==> config.mk <==
export PLATFORM = sky130hd
export DESIGN_NAME = polygon_vertex_angles
export DESIGN_NICKNAME = d
export VERILOG_FILES = /design/src/sv/pva_pkg.sv /design/src/sv/polygon_vertex_angles.sv /design/src/sv/pva_ram.sv /design/src/sv/pva_fifo.sv /design/src/sv/pva_front.sv /design/src/sv/pva_back.sv
export SDC_FILE = /design/constraint.sdc
export NUM_CORES = 2
export LEC_CHECK = 0
export ABC_AREA = 1
export BUFFER_PORTS_ARGS = -buffer_cell sky130_fd_sc_hd__buf_2
export CORE_ASPECT_RATIO = 0.5
export CORE_MARGIN = 2
export CORE_UTILIZATION = 45
export CTS_CLUSTER_DIAMETER = 120
export CTS_CLUSTER_SIZE = 10
export DETAILED_ROUTE_END_ITERATION = 8
export GPL_ROUTABILITY_DRIVEN = 0
export GPL_TIMING_DRIVEN = 0
export REMOVE_ABC_BUFFERS = 1
export SLEW_MARGIN = 20
export SYNTH_ARGS = -nofsm -noshare
export SYNTH_HDL_FRONTEND = slang
export SYNTH_HIERARCHICAL = 1
export SYNTH_SLANG_ARGS = --single-unit
==> constraint.sdc <==
create_clock -name clk -period 13 [get_ports clk]
set_clock_uncertainty 0.1 [all_clocks]
set_input_delay 0.65 -clock clk [delete_from_list [all_inputs] [get_ports clk]]
set_output_delay 0.65 -clock clk [all_outputs]
set_load 0.005 [all_outputs]
==> src/sv/pva_pkg.sv <==
`default_nettype none
package pva_pkg;

	localparam int CordicSteps = 22;
	localparam int NormTop     = 40;
	localparam int Deg90Z      = 5898240;
	localparam int Deg180Z     = 11796480;

	typedef struct packed {
		logic signed [15:0] vertex_x;
		logic signed [15:0] vertex_y;
		logic               last_vertex;
	} vertex_t;

	typedef struct packed {
		logic [14:0] angle_deg_q7;
		logic [2:0]  vertex_index;
		logic        degenerate;
		logic        overflowed;
		logic        last_result;
	} result_t;

	// neighbour vectors of one vertex, handed from front to back
	typedef struct packed {
		logic signed [16:0] ax;
		logic signed [16:0] ay;
		logic signed [16:0] bx;
		logic signed [16:0] by;
		logic [2:0]         vertex_index;
		logic               degenerate;
		logic               overflowed;
		logic               last_result;
	} job_t;

	typedef struct packed {
		logic push;
		logic full;
	} qctl_t;

	typedef enum logic {
		F_LOAD,
		F_GEN
	} front_state_t;

	typedef enum logic [2:0] {
		B_IDLE,
		B_MUL,
		B_SETUP,
		B_NORM,
		B_ROT,
		B_FIN
	} back_state_t;

	// atan(2^-k) in degrees*65536
	function automatic logic [21:0] atan_lut(input logic [4:0] k);
		logic [21:0] r;
		case (k)
			5'd0:  r = 22'd2949120;
			5'd1:  r = 22'd1740967;
			5'd2:  r = 22'd919879;
			5'd3:  r = 22'd466945;
			5'd4:  r = 22'd234379;
			5'd5:  r = 22'd117304;
			5'd6:  r = 22'd58666;
			5'd7:  r = 22'd29335;
			5'd8:  r = 22'd14668;
			5'd9:  r = 22'd7334;
			5'd10: r = 22'd3667;
			5'd11: r = 22'd1833;
			5'd12: r = 22'd917;
			5'd13: r = 22'd458;
			5'd14: r = 22'd229;
			5'd15: r = 22'd115;
			5'd16: r = 22'd57;
			5'd17: r = 22'd29;
			5'd18: r = 22'd14;
			5'd19: r = 22'd7;
			5'd20: r = 22'd4;
			5'd21: r = 22'd2;
			default: r = 22'd0;
		endcase
		return r;
	endfunction

endpackage
`default_nettype wire

==> src/sv/polygon_vertex_angles.sv <==
`default_nettype none
// Loads a closed polygon one vertex per start transfer and,
// after the vertex marked last, emits one angle per stored vertex in index
// order, each on result for a single cycle with result_valid high. busy rises
// on the last vertex and falls after the final result. The front reads the
// previous, current and next vertex from vertex memory for each vertex. The
// back then pops the job, forms the four products on a shared multiplier,
// sets up the rotation, normalizes, runs the 22 sequential cordic steps and
// finishes the angle. A degenerate vertex is reported from its pop alone.
// The receiver cannot stall; results are never held.
module polygon_vertex_angles #(
	parameter int MAX_VERTICES = 8
) (
	input  wire logic             clk,
	input  wire logic             arst_n,
	input  wire logic             start,
	output logic                  busy,
	input  wire pva_pkg::vertex_t vertex,
	output logic                  result_valid,
	output pva_pkg::result_t      result
);
	import pva_pkg::*;

	qctl_t qctl;
	job_t  fjob, bjob;
	logic  qfull, qempty, pop, take;

	assign take = start && !busy;

	pva_front #(.MAX_VERTICES(MAX_VERTICES)) u_front (
		.clk   (clk),
		.arst_n(arst_n),
		.take  (take),
		.vertex(vertex),
		.qfull (qfull),
		.qctl  (qctl),
		.job   (fjob)
	);

	pva_fifo u_fifo (
		.clk   (clk),
		.arst_n(arst_n),
		.push  (qctl.push),
		.wdata (fjob),
		.pop   (pop),
		.rdata (bjob),
		.full  (qfull),
		.empty (qempty)
	);

	pva_back u_back (
		.clk   (clk),
		.arst_n(arst_n),
		.qempty(qempty),
		.job   (bjob),
		.pop   (pop),
		.valid (result_valid),
		.result(result)
	);

	always_ff @(posedge clk or negedge arst_n) begin
		if (!arst_n) begin
			busy <= 1'b0;
		end else if (take && vertex.last_vertex) begin
			busy <= 1'b1;
		end else if (result_valid && result.last_result) begin
			busy <= 1'b0;
		end
	end

	a_res_busy: assert property (@(posedge clk) disable iff (!arst_n)
		result_valid |-> busy) else $error("result outside a polygon");
	a_degen_zero: assert property (@(posedge clk) disable iff (!arst_n)
		result_valid && result.degenerate |-> result.angle_deg_q7 == '0)
		else $error("degenerate angle not zero");
	a_angle_max: assert property (@(posedge clk) disable iff (!arst_n)
		result_valid |-> result.angle_deg_q7 <= 15'd23040) else $error("angle range");
	a_busy_rise: assert property (@(posedge clk) disable iff (!arst_n)
		$rose(busy) |-> $past(take && vertex.last_vertex)) else $error("busy rose");
	a_no_push_full: assert property (@(posedge clk) disable iff (!arst_n)
		qctl.push |-> !qfull) else $error("push into full queue");

endmodule
`default_nettype wire

==> src/sv/pva_ram.sv <==
`default_nettype none
module pva_ram #(
	parameter int WIDTH = 32,
	parameter int DEPTH = 8
) (
	input  wire logic                                  clk,
	input  wire logic                                  we,
	input  wire logic [(DEPTH > 1 ? $clog2(DEPTH) : 1)-1:0] waddr,
	input  wire logic [WIDTH-1:0]                      wdata,
	input  wire logic [(DEPTH > 1 ? $clog2(DEPTH) : 1)-1:0] raddr,
	output logic      [WIDTH-1:0]                      rdata
);
	logic [WIDTH-1:0] mem_q [DEPTH];

	always_ff @(posedge clk) begin
		if (we) begin
			mem_q[waddr] <= wdata;
		end
		rdata <= mem_q[raddr];
	end
endmodule
`default_nettype wire

==> src/sv/pva_fifo.sv <==
`default_nettype none
module pva_fifo (
	input  wire logic          clk,
	input  wire logic          arst_n,
	input  wire logic          push,
	input  wire pva_pkg::job_t wdata,
	input  wire logic          pop,
	output pva_pkg::job_t      rdata,
	output logic               full,
	output logic               empty
);
	import pva_pkg::*;

	job_t       ent_q [2];
	logic       wptr_q, rptr_q;
	logic [1:0] cnt_q;

	assign full  = (cnt_q == 2'd2);
	assign empty = (cnt_q == 2'd0);
	assign rdata = ent_q[rptr_q];

	always_ff @(posedge clk) begin
		if (push && !full) begin
			ent_q[wptr_q] <= wdata;
		end
	end

	always_ff @(posedge clk or negedge arst_n) begin
		if (!arst_n) begin
			wptr_q <= 1'b0;
			rptr_q <= 1'b0;
			cnt_q  <= 2'd0;
		end else begin
			if (push && !full) begin
				wptr_q <= ~wptr_q;
			end
			if (pop && !empty) begin
				rptr_q <= ~rptr_q;
			end
			cnt_q <= cnt_q + 2'((push && !full) ? 1 : 0) - 2'((pop && !empty) ? 1 : 0);
		end
	end
endmodule
`default_nettype wire

==> src/sv/pva_front.sv <==
`default_nettype none
module pva_front #(
	parameter int MAX_VERTICES = 8
) (
	input  wire logic             clk,
	input  wire logic             arst_n,
	input  wire logic             take,
	input  wire pva_pkg::vertex_t vertex,
	input  wire logic             qfull,
	output pva_pkg::qctl_t        qctl,
	output pva_pkg::job_t         job
);
	import pva_pkg::*;

	localparam int AW = (MAX_VERTICES > 1) ? $clog2(MAX_VERTICES) : 1;
	localparam int CW = $clog2(MAX_VERTICES + 1);

	front_state_t     state_q, state_d;
	logic [CW-1:0]    cnt_q, n_q;
	logic             ovf_q, jovf_q;
	logic [AW-1:0]    i_q, raddr, p_idx, q_idx;
	logic [2:0]       ph_q;
	logic [31:0]      rdata, prev_q, cur_q, next_q;
	logic             we, room, last_i;

	assign room   = (cnt_q < CW'(MAX_VERTICES));
	assign we     = (state_q == F_LOAD) && take && room;
	assign last_i = ({1'b0, i_q} == (AW + 1)'(n_q) - (AW + 1)'(1));
	assign p_idx  = (i_q == '0) ? AW'(n_q - CW'(1)) : i_q - AW'(1);
	assign q_idx  = last_i ? '0 : i_q + AW'(1);

	always_comb begin
		case (ph_q)
			3'd0:    raddr = p_idx;
			3'd1:    raddr = i_q;
			default: raddr = q_idx;
		endcase
	end

	pva_ram #(.WIDTH(32), .DEPTH(MAX_VERTICES)) u_ram (
		.clk  (clk),
		.we   (we),
		.waddr(cnt_q[AW-1:0]),
		.wdata({vertex.vertex_x, vertex.vertex_y}),
		.raddr(raddr),
		.rdata(rdata)
	);

	always_comb begin
		logic signed [16:0] cx, cy;
		cx = {cur_q[31], cur_q[31:16]};
		cy = {cur_q[15], cur_q[15:0]};
		job.ax = {prev_q[31], prev_q[31:16]} - cx;
		job.ay = {prev_q[15], prev_q[15:0]} - cy;
		job.bx = {next_q[31], next_q[31:16]} - cx;
		job.by = {next_q[15], next_q[15:0]} - cy;
		job.degenerate = ((job.ax == '0) && (job.ay == '0)) ||
			((job.bx == '0) && (job.by == '0));
		job.vertex_index = 3'(i_q);
		job.overflowed   = jovf_q;
		job.last_result  = last_i;
		qctl.push = (state_q == F_GEN) && (ph_q == 3'd4) && !qfull;
		qctl.full = qfull;
	end

	always_comb begin
		state_d = state_q;
		case (state_q)
			F_LOAD:  if (take && vertex.last_vertex) state_d = F_GEN;
			F_GEN:   if (qctl.push && last_i) state_d = F_LOAD;
			default: state_d = F_LOAD;
		endcase
	end

	always_ff @(posedge clk) begin
		case (ph_q)
			3'd1:    prev_q <= rdata;
			3'd2:    cur_q  <= rdata;
			3'd3:    next_q <= rdata;
			default: ;
		endcase
	end

	always_ff @(posedge clk or negedge arst_n) begin
		if (!arst_n) begin
			state_q <= F_LOAD;
			cnt_q   <= '0;
			n_q     <= '0;
			ovf_q   <= 1'b0;
			jovf_q  <= 1'b0;
			i_q     <= '0;
			ph_q    <= 3'd0;
		end else begin
			state_q <= state_d;
			if (state_q == F_LOAD && take) begin
				if (room) begin
					cnt_q <= cnt_q + CW'(1);
				end else begin
					ovf_q <= 1'b1;
				end
				if (vertex.last_vertex) begin
					n_q    <= room ? cnt_q + CW'(1) : cnt_q;
					jovf_q <= ovf_q || !room;
					i_q    <= '0;
					ph_q   <= 3'd0;
				end
			end
			if (state_q == F_GEN) begin
				if (ph_q != 3'd4) begin
					ph_q <= ph_q + 3'd1;
				end else if (qctl.push) begin
					ph_q <= 3'd0;
					if (last_i) begin
						cnt_q <= '0;
						ovf_q <= 1'b0;
					end else begin
						i_q <= i_q + AW'(1);
					end
				end
			end
		end
	end
endmodule
`default_nettype wire

==> src/sv/pva_back.sv <==
`default_nettype none
module pva_back (
	input  wire logic          clk,
	input  wire logic          arst_n,
	input  wire logic          qempty,
	input  wire pva_pkg::job_t job,
	output logic               pop,
	output logic               valid,
	output pva_pkg::result_t   result
);
	import pva_pkg::*;

	localparam int XW = 44;
	localparam int ZW = 26;

	back_state_t        state_q, state_d;
	job_t               job_q;
	logic [2:0]         mph_q;
	logic [4:0]         k_q;
	logic signed [33:0] prod_q;
	logic signed [35:0] d_q, c_q;
	logic signed [XW-1:0] x_q, y_q, m;
	logic signed [ZW-1:0] z_q;
	logic signed [16:0] ma, mb;

	function automatic logic signed [XW-1:0] shr_t(input logic signed [XW-1:0] v,
			input logic [4:0] k);
		logic [XW-1:0] mag;
		mag = v[XW-1] ? XW'(-v) : v;
		mag = mag >> k;
		return v[XW-1] ? -$signed(mag) : $signed(mag);
	endfunction

	assign pop = (state_q == B_IDLE) && !qempty;
	assign m   = (x_q > y_q) ? x_q : y_q;

	always_comb begin
		case (mph_q)
			3'd0:    begin ma = job_q.ax; mb = job_q.bx; end
			3'd1:    begin ma = job_q.ay; mb = job_q.by; end
			3'd2:    begin ma = job_q.ax; mb = job_q.by; end
			default: begin ma = job_q.ay; mb = job_q.bx; end
		endcase
	end

	always_comb begin
		state_d = state_q;
		case (state_q)
			B_IDLE:  if (pop && !job.degenerate) state_d = B_MUL;
			B_MUL:   if (mph_q == 3'd4) state_d = B_SETUP;
			B_SETUP: state_d = B_NORM;
			B_NORM:  if (m == '0 || m >= (XW'(1) <<< NormTop)) state_d = B_ROT;
			B_ROT:   if (k_q == 5'(CordicSteps - 1)) state_d = B_FIN;
			B_FIN:   state_d = B_IDLE;
			default: state_d = B_IDLE;
		endcase
	end

	always_ff @(posedge clk) begin
		logic signed [XW-1:0] xs, ys;
		logic signed [ZW-1:0] zc;
		logic [35:0] cabs;
		logic [24:0] zr;
		xs = shr_t(x_q, k_q);
		ys = shr_t(y_q, k_q);
		case (state_q)
			B_IDLE: begin
				job_q <= job;
				mph_q <= 3'd0;
				result.angle_deg_q7 <= '0;
				result.vertex_index <= job.vertex_index;
				result.degenerate   <= job.degenerate;
				result.overflowed   <= job.overflowed;
				result.last_result  <= job.last_result;
			end
			B_MUL: begin
				mph_q  <= mph_q + 3'd1;
				prod_q <= ma * mb;
				case (mph_q)
					3'd1:    d_q <= 36'(prod_q);
					3'd2:    d_q <= d_q + 36'(prod_q);
					3'd3:    c_q <= 36'(prod_q);
					3'd4:    c_q <= c_q - 36'(prod_q);
					default: ;
				endcase
			end
			B_SETUP: begin
				k_q  <= 5'd0;
				cabs = c_q[35] ? 36'(-c_q) : c_q;
				if (!d_q[35]) begin
					x_q <= XW'(d_q);
					y_q <= XW'($signed({1'b0, cabs}));
					z_q <= '0;
				end else begin
					x_q <= XW'($signed({1'b0, cabs}));
					y_q <= XW'(-d_q);
					z_q <= ZW'(Deg90Z);
				end
			end
			B_NORM: begin
				if (m == '0 || m >= (XW'(1) <<< NormTop)) begin
				end else if (m < (XW'(1) <<< (NormTop - 16))) begin
					x_q <= x_q <<< 16; y_q <= y_q <<< 16;
				end else if (m < (XW'(1) <<< (NormTop - 8))) begin
					x_q <= x_q <<< 8; y_q <= y_q <<< 8;
				end else if (m < (XW'(1) <<< (NormTop - 4))) begin
					x_q <= x_q <<< 4; y_q <= y_q <<< 4;
				end else if (m < (XW'(1) <<< (NormTop - 2))) begin
					x_q <= x_q <<< 2; y_q <= y_q <<< 2;
				end else begin
					x_q <= x_q <<< 1; y_q <= y_q <<< 1;
				end
			end
			B_ROT: begin
				k_q <= k_q + 5'd1;
				if (y_q > 0) begin
					x_q <= x_q + ys;
					y_q <= y_q - xs;
					z_q <= z_q + ZW'(atan_lut(k_q));
				end else begin
					x_q <= x_q - ys;
					y_q <= y_q + xs;
					z_q <= z_q - ZW'(atan_lut(k_q));
				end
			end
			B_FIN: begin
				if (z_q < 0) begin
					zc = '0;
				end else if (z_q > ZW'(Deg180Z)) begin
					zc = ZW'(Deg180Z);
				end else begin
					zc = z_q;
				end
				zr = 25'(zc) + 25'd256;
				result.angle_deg_q7 <= zr[23:9];
			end
			default: ;
		endcase
	end

	always_ff @(posedge clk or negedge arst_n) begin
		if (!arst_n) begin
			state_q <= B_IDLE;
			valid   <= 1'b0;
		end else begin
			state_q <= state_d;
			valid   <= (pop && job.degenerate) || (state_q == B_FIN);
		end
	end
endmodule
`default_nettype wire
==> reports/qor.txt <==
status = completed
syn_area_per_cell = 7.50 sq um
Max transition margin = 15.4%
core area = 0.173 sq mm
final-report hold violation count = 0
clk_lat worst skew = 0.73 ns
Max FO, Critical Path = 22
Clock power frac = 46.1%
Tmin final = 9.06 ns
# rows = 108
max cap viols = 0
initial cell density of the core = 45.3%
initial antenna violation count = 2
hold_sp = vertex[15]
Post-Syn Instances = 10468
DRT Pass-1 Iters = 6
Pint = 4590 uW
Switch Pwr = 1220 uW
CTS root buf = clkbuf_16
Setup Viol. Count Final = 0
most used routing layer = met2
PortBufs = 58
VDD IR max = 0.109 mV
Worst Slack Setup Final = 3.94 ns
WL per Instance = 19.3 um
Die H = 299 um
layout cell share with drive strength beyond 1 = 6.10%
CP arrival = 9.42 ns
Power Density = 67.9 mW/mm^2
Sw Ratio = 21.1%
CTS Buf Count = 101
cell mode on critical path = fa_1
IO Pins = 59
CTS Sinks = 897
TritonCTS clock tree = built
yosys warns = 6
RSZ-0062 raised after global routing = false
crit path buf inv count = 6
FF-to-FF setup slack = 3.94 ns
GR Util met3 = 4.69%
R2R Path Start = u_back/mph_q[0]
Setup crit start = u_back/mph_q[0]
fmax = 0.110 GHz
worst hold path class = input port to flip-flop
Min Hold Slack = 0.0683 ns
Reg clk slew, reported paths = 0.06 ns
Gate power share = 0.3%
first-pass GRT wire length = 380000 um
die area = 0.178 sq mm
Final Slew Violations = 0
Final nets = 11123
GRT met1 Usage = 36.8%
Crit path largest cell delay = 0.94 ns
Chip Width = 595 um
critical path type = flip-flop to flip-flop
H-tree levels = 3
drt first-iter violations = 7073
met2 usage = 43.3%
final WL = 246000 um
CP delay by family, top = adder cells
Reg2Reg Depth = 28
Worst Setup End Kind = flip-flop
Final Cycle Share = 69.7%
CTS Buffer Depth = 3
Via Count = 70488
Congestion Overflow GR = 0
fin area = 0.0856 sq mm
setup_tns = 0 ns
Leak Pwr = 0.0396 uW
CP endpoint = u_back/prod_q[33]
antenna viol nets, final = 0
total track usage = 27.1%
Overall Power = 5810 uW
reg-to-reg critical path endpoint = u_back/prod_q[33]
vias per cell = 5.53
Worst Path Required = 13.36 ns
area of the mapped netlist = 0.0785 sq mm
pre-CTS setup slack = 3.92 ns
CP startpoint kind = flip-flop
cell depth of the worst setup path = 28
vias in the first global route = 65804
# DRC = 0
Detail Placement HPWL = 190000 um
register share of total power = 53.6%
DP Area = 0.0826 sq mm
crit path max-delay cell type = fa_1
slew of the pin with the lowest slew margin = 1.27 ns
Layout area overhead = 8.99%
largest net degree at the start of global routing = 106
post-CTS setup buffer count = 0
## worst min-delay path by stage
stage                                       endpoint  cells after the start  slack [ns]
final                     u_front/u_ram/mem_q[4][14]                      1        0.07
after floorplan                                 busy                      0        0.25
after CTS                  u_front/u_ram/mem_q[0][3]                      1        0.01
after global placement             u_front/cur_q[10]                      0        0.33
after detailed placement          u_front/prev_q[11]                      0        0.34
after global routing      u_front/u_ram/mem_q[4][28]                      1        0.04
## per-layer routing
| layer | routed length [um] | vias up |
|---|---|---|
| met2 | 109000 | 2767 |
| met3 | 19900 | 533 |
| met1 | 106000 | 32907 |
| li1 | - | 34277 |
| met5 | 24 | - |
| met4 | 10800 | 4 |
## metrics by stage
stage	utilization, %	instances
2_1_floorplan	-	10106
3_3_place_gp	46.2	12474
3_5_place_dp	47.6	12580
4_1_cts	49.4	12756
5_1_grt	49.4	12756
6_report	49.4	12757
## sequential cells by signal, indices dropped and copies added, names as in the netlist, 21 cells and up, named ones only
register / count
u_back/job_q: 68
u_fifo/ent_q: 148
u_back/c_q: 36
u_front/prev_q: 32
u_front/u_ram/rdata: 32
u_back/z_q: 26
u_back/result: 21
u_front/u_ram/mem_q: 256
u_back/x_q: 44
u_front/next_q: 32
u_back/prod_q: 34
u_back/y_q: 44
u_front/cur_q: 32
u_back/d_q: 36
## what timing repair did
item,CTS,global route
hold buffers,1,0
endpoints found under the hold margin,26,0
resized for setup,0,0
setup endpoints to repair,0,0
## power groups by stage
stage	logic (uW)	clock network [uW]	registers (uW)
after floorplan	0.769	0	3180
after global placement	17.2	0	3170
after detailed placement	17.7	0	3170
after CTS	18.0	2750	3110
after global routing	20.1	2870	3110
final	17.6	2680	3110
## final cells by class
class | instances | area, sq um
Clock buffer | 165 | 2790
Inverter | 1499 | 5670
Sequential cell | 897 | 26300
Multi-Input combinational cell | 7710 | 45300
Tap cell | 2310 | 2890
Fill cell | 17110 | 87800
Clock inverter | 10 | 219
Antenna cell | 1 | 2.50
Timing Repair Buffer | 165 | 2470
## cells in the final DEF (no fill, tap or decap), drive strengths merged, types with 15 or more instances in the layout
cell type and n:
nand2 3025, inv 1483, nand3 1105, edfxtp 817
nor2 805, o21ai 544, a21oi 510, ha 407
fa 306, xor2 205, clkbuf 165, buf 164
o211ai 122, xnor2 108, nor3 93, nand4 91
dfxtp 54, nand3b 48, a31oi 44, o22ai 43
a22oi 33, o221ai 27, dfrtp 26, clkinv 26
o21a 24, or2 24, o2111ai 20, nor4 17
o31ai 15
Power figures use the tool's default switching activity.
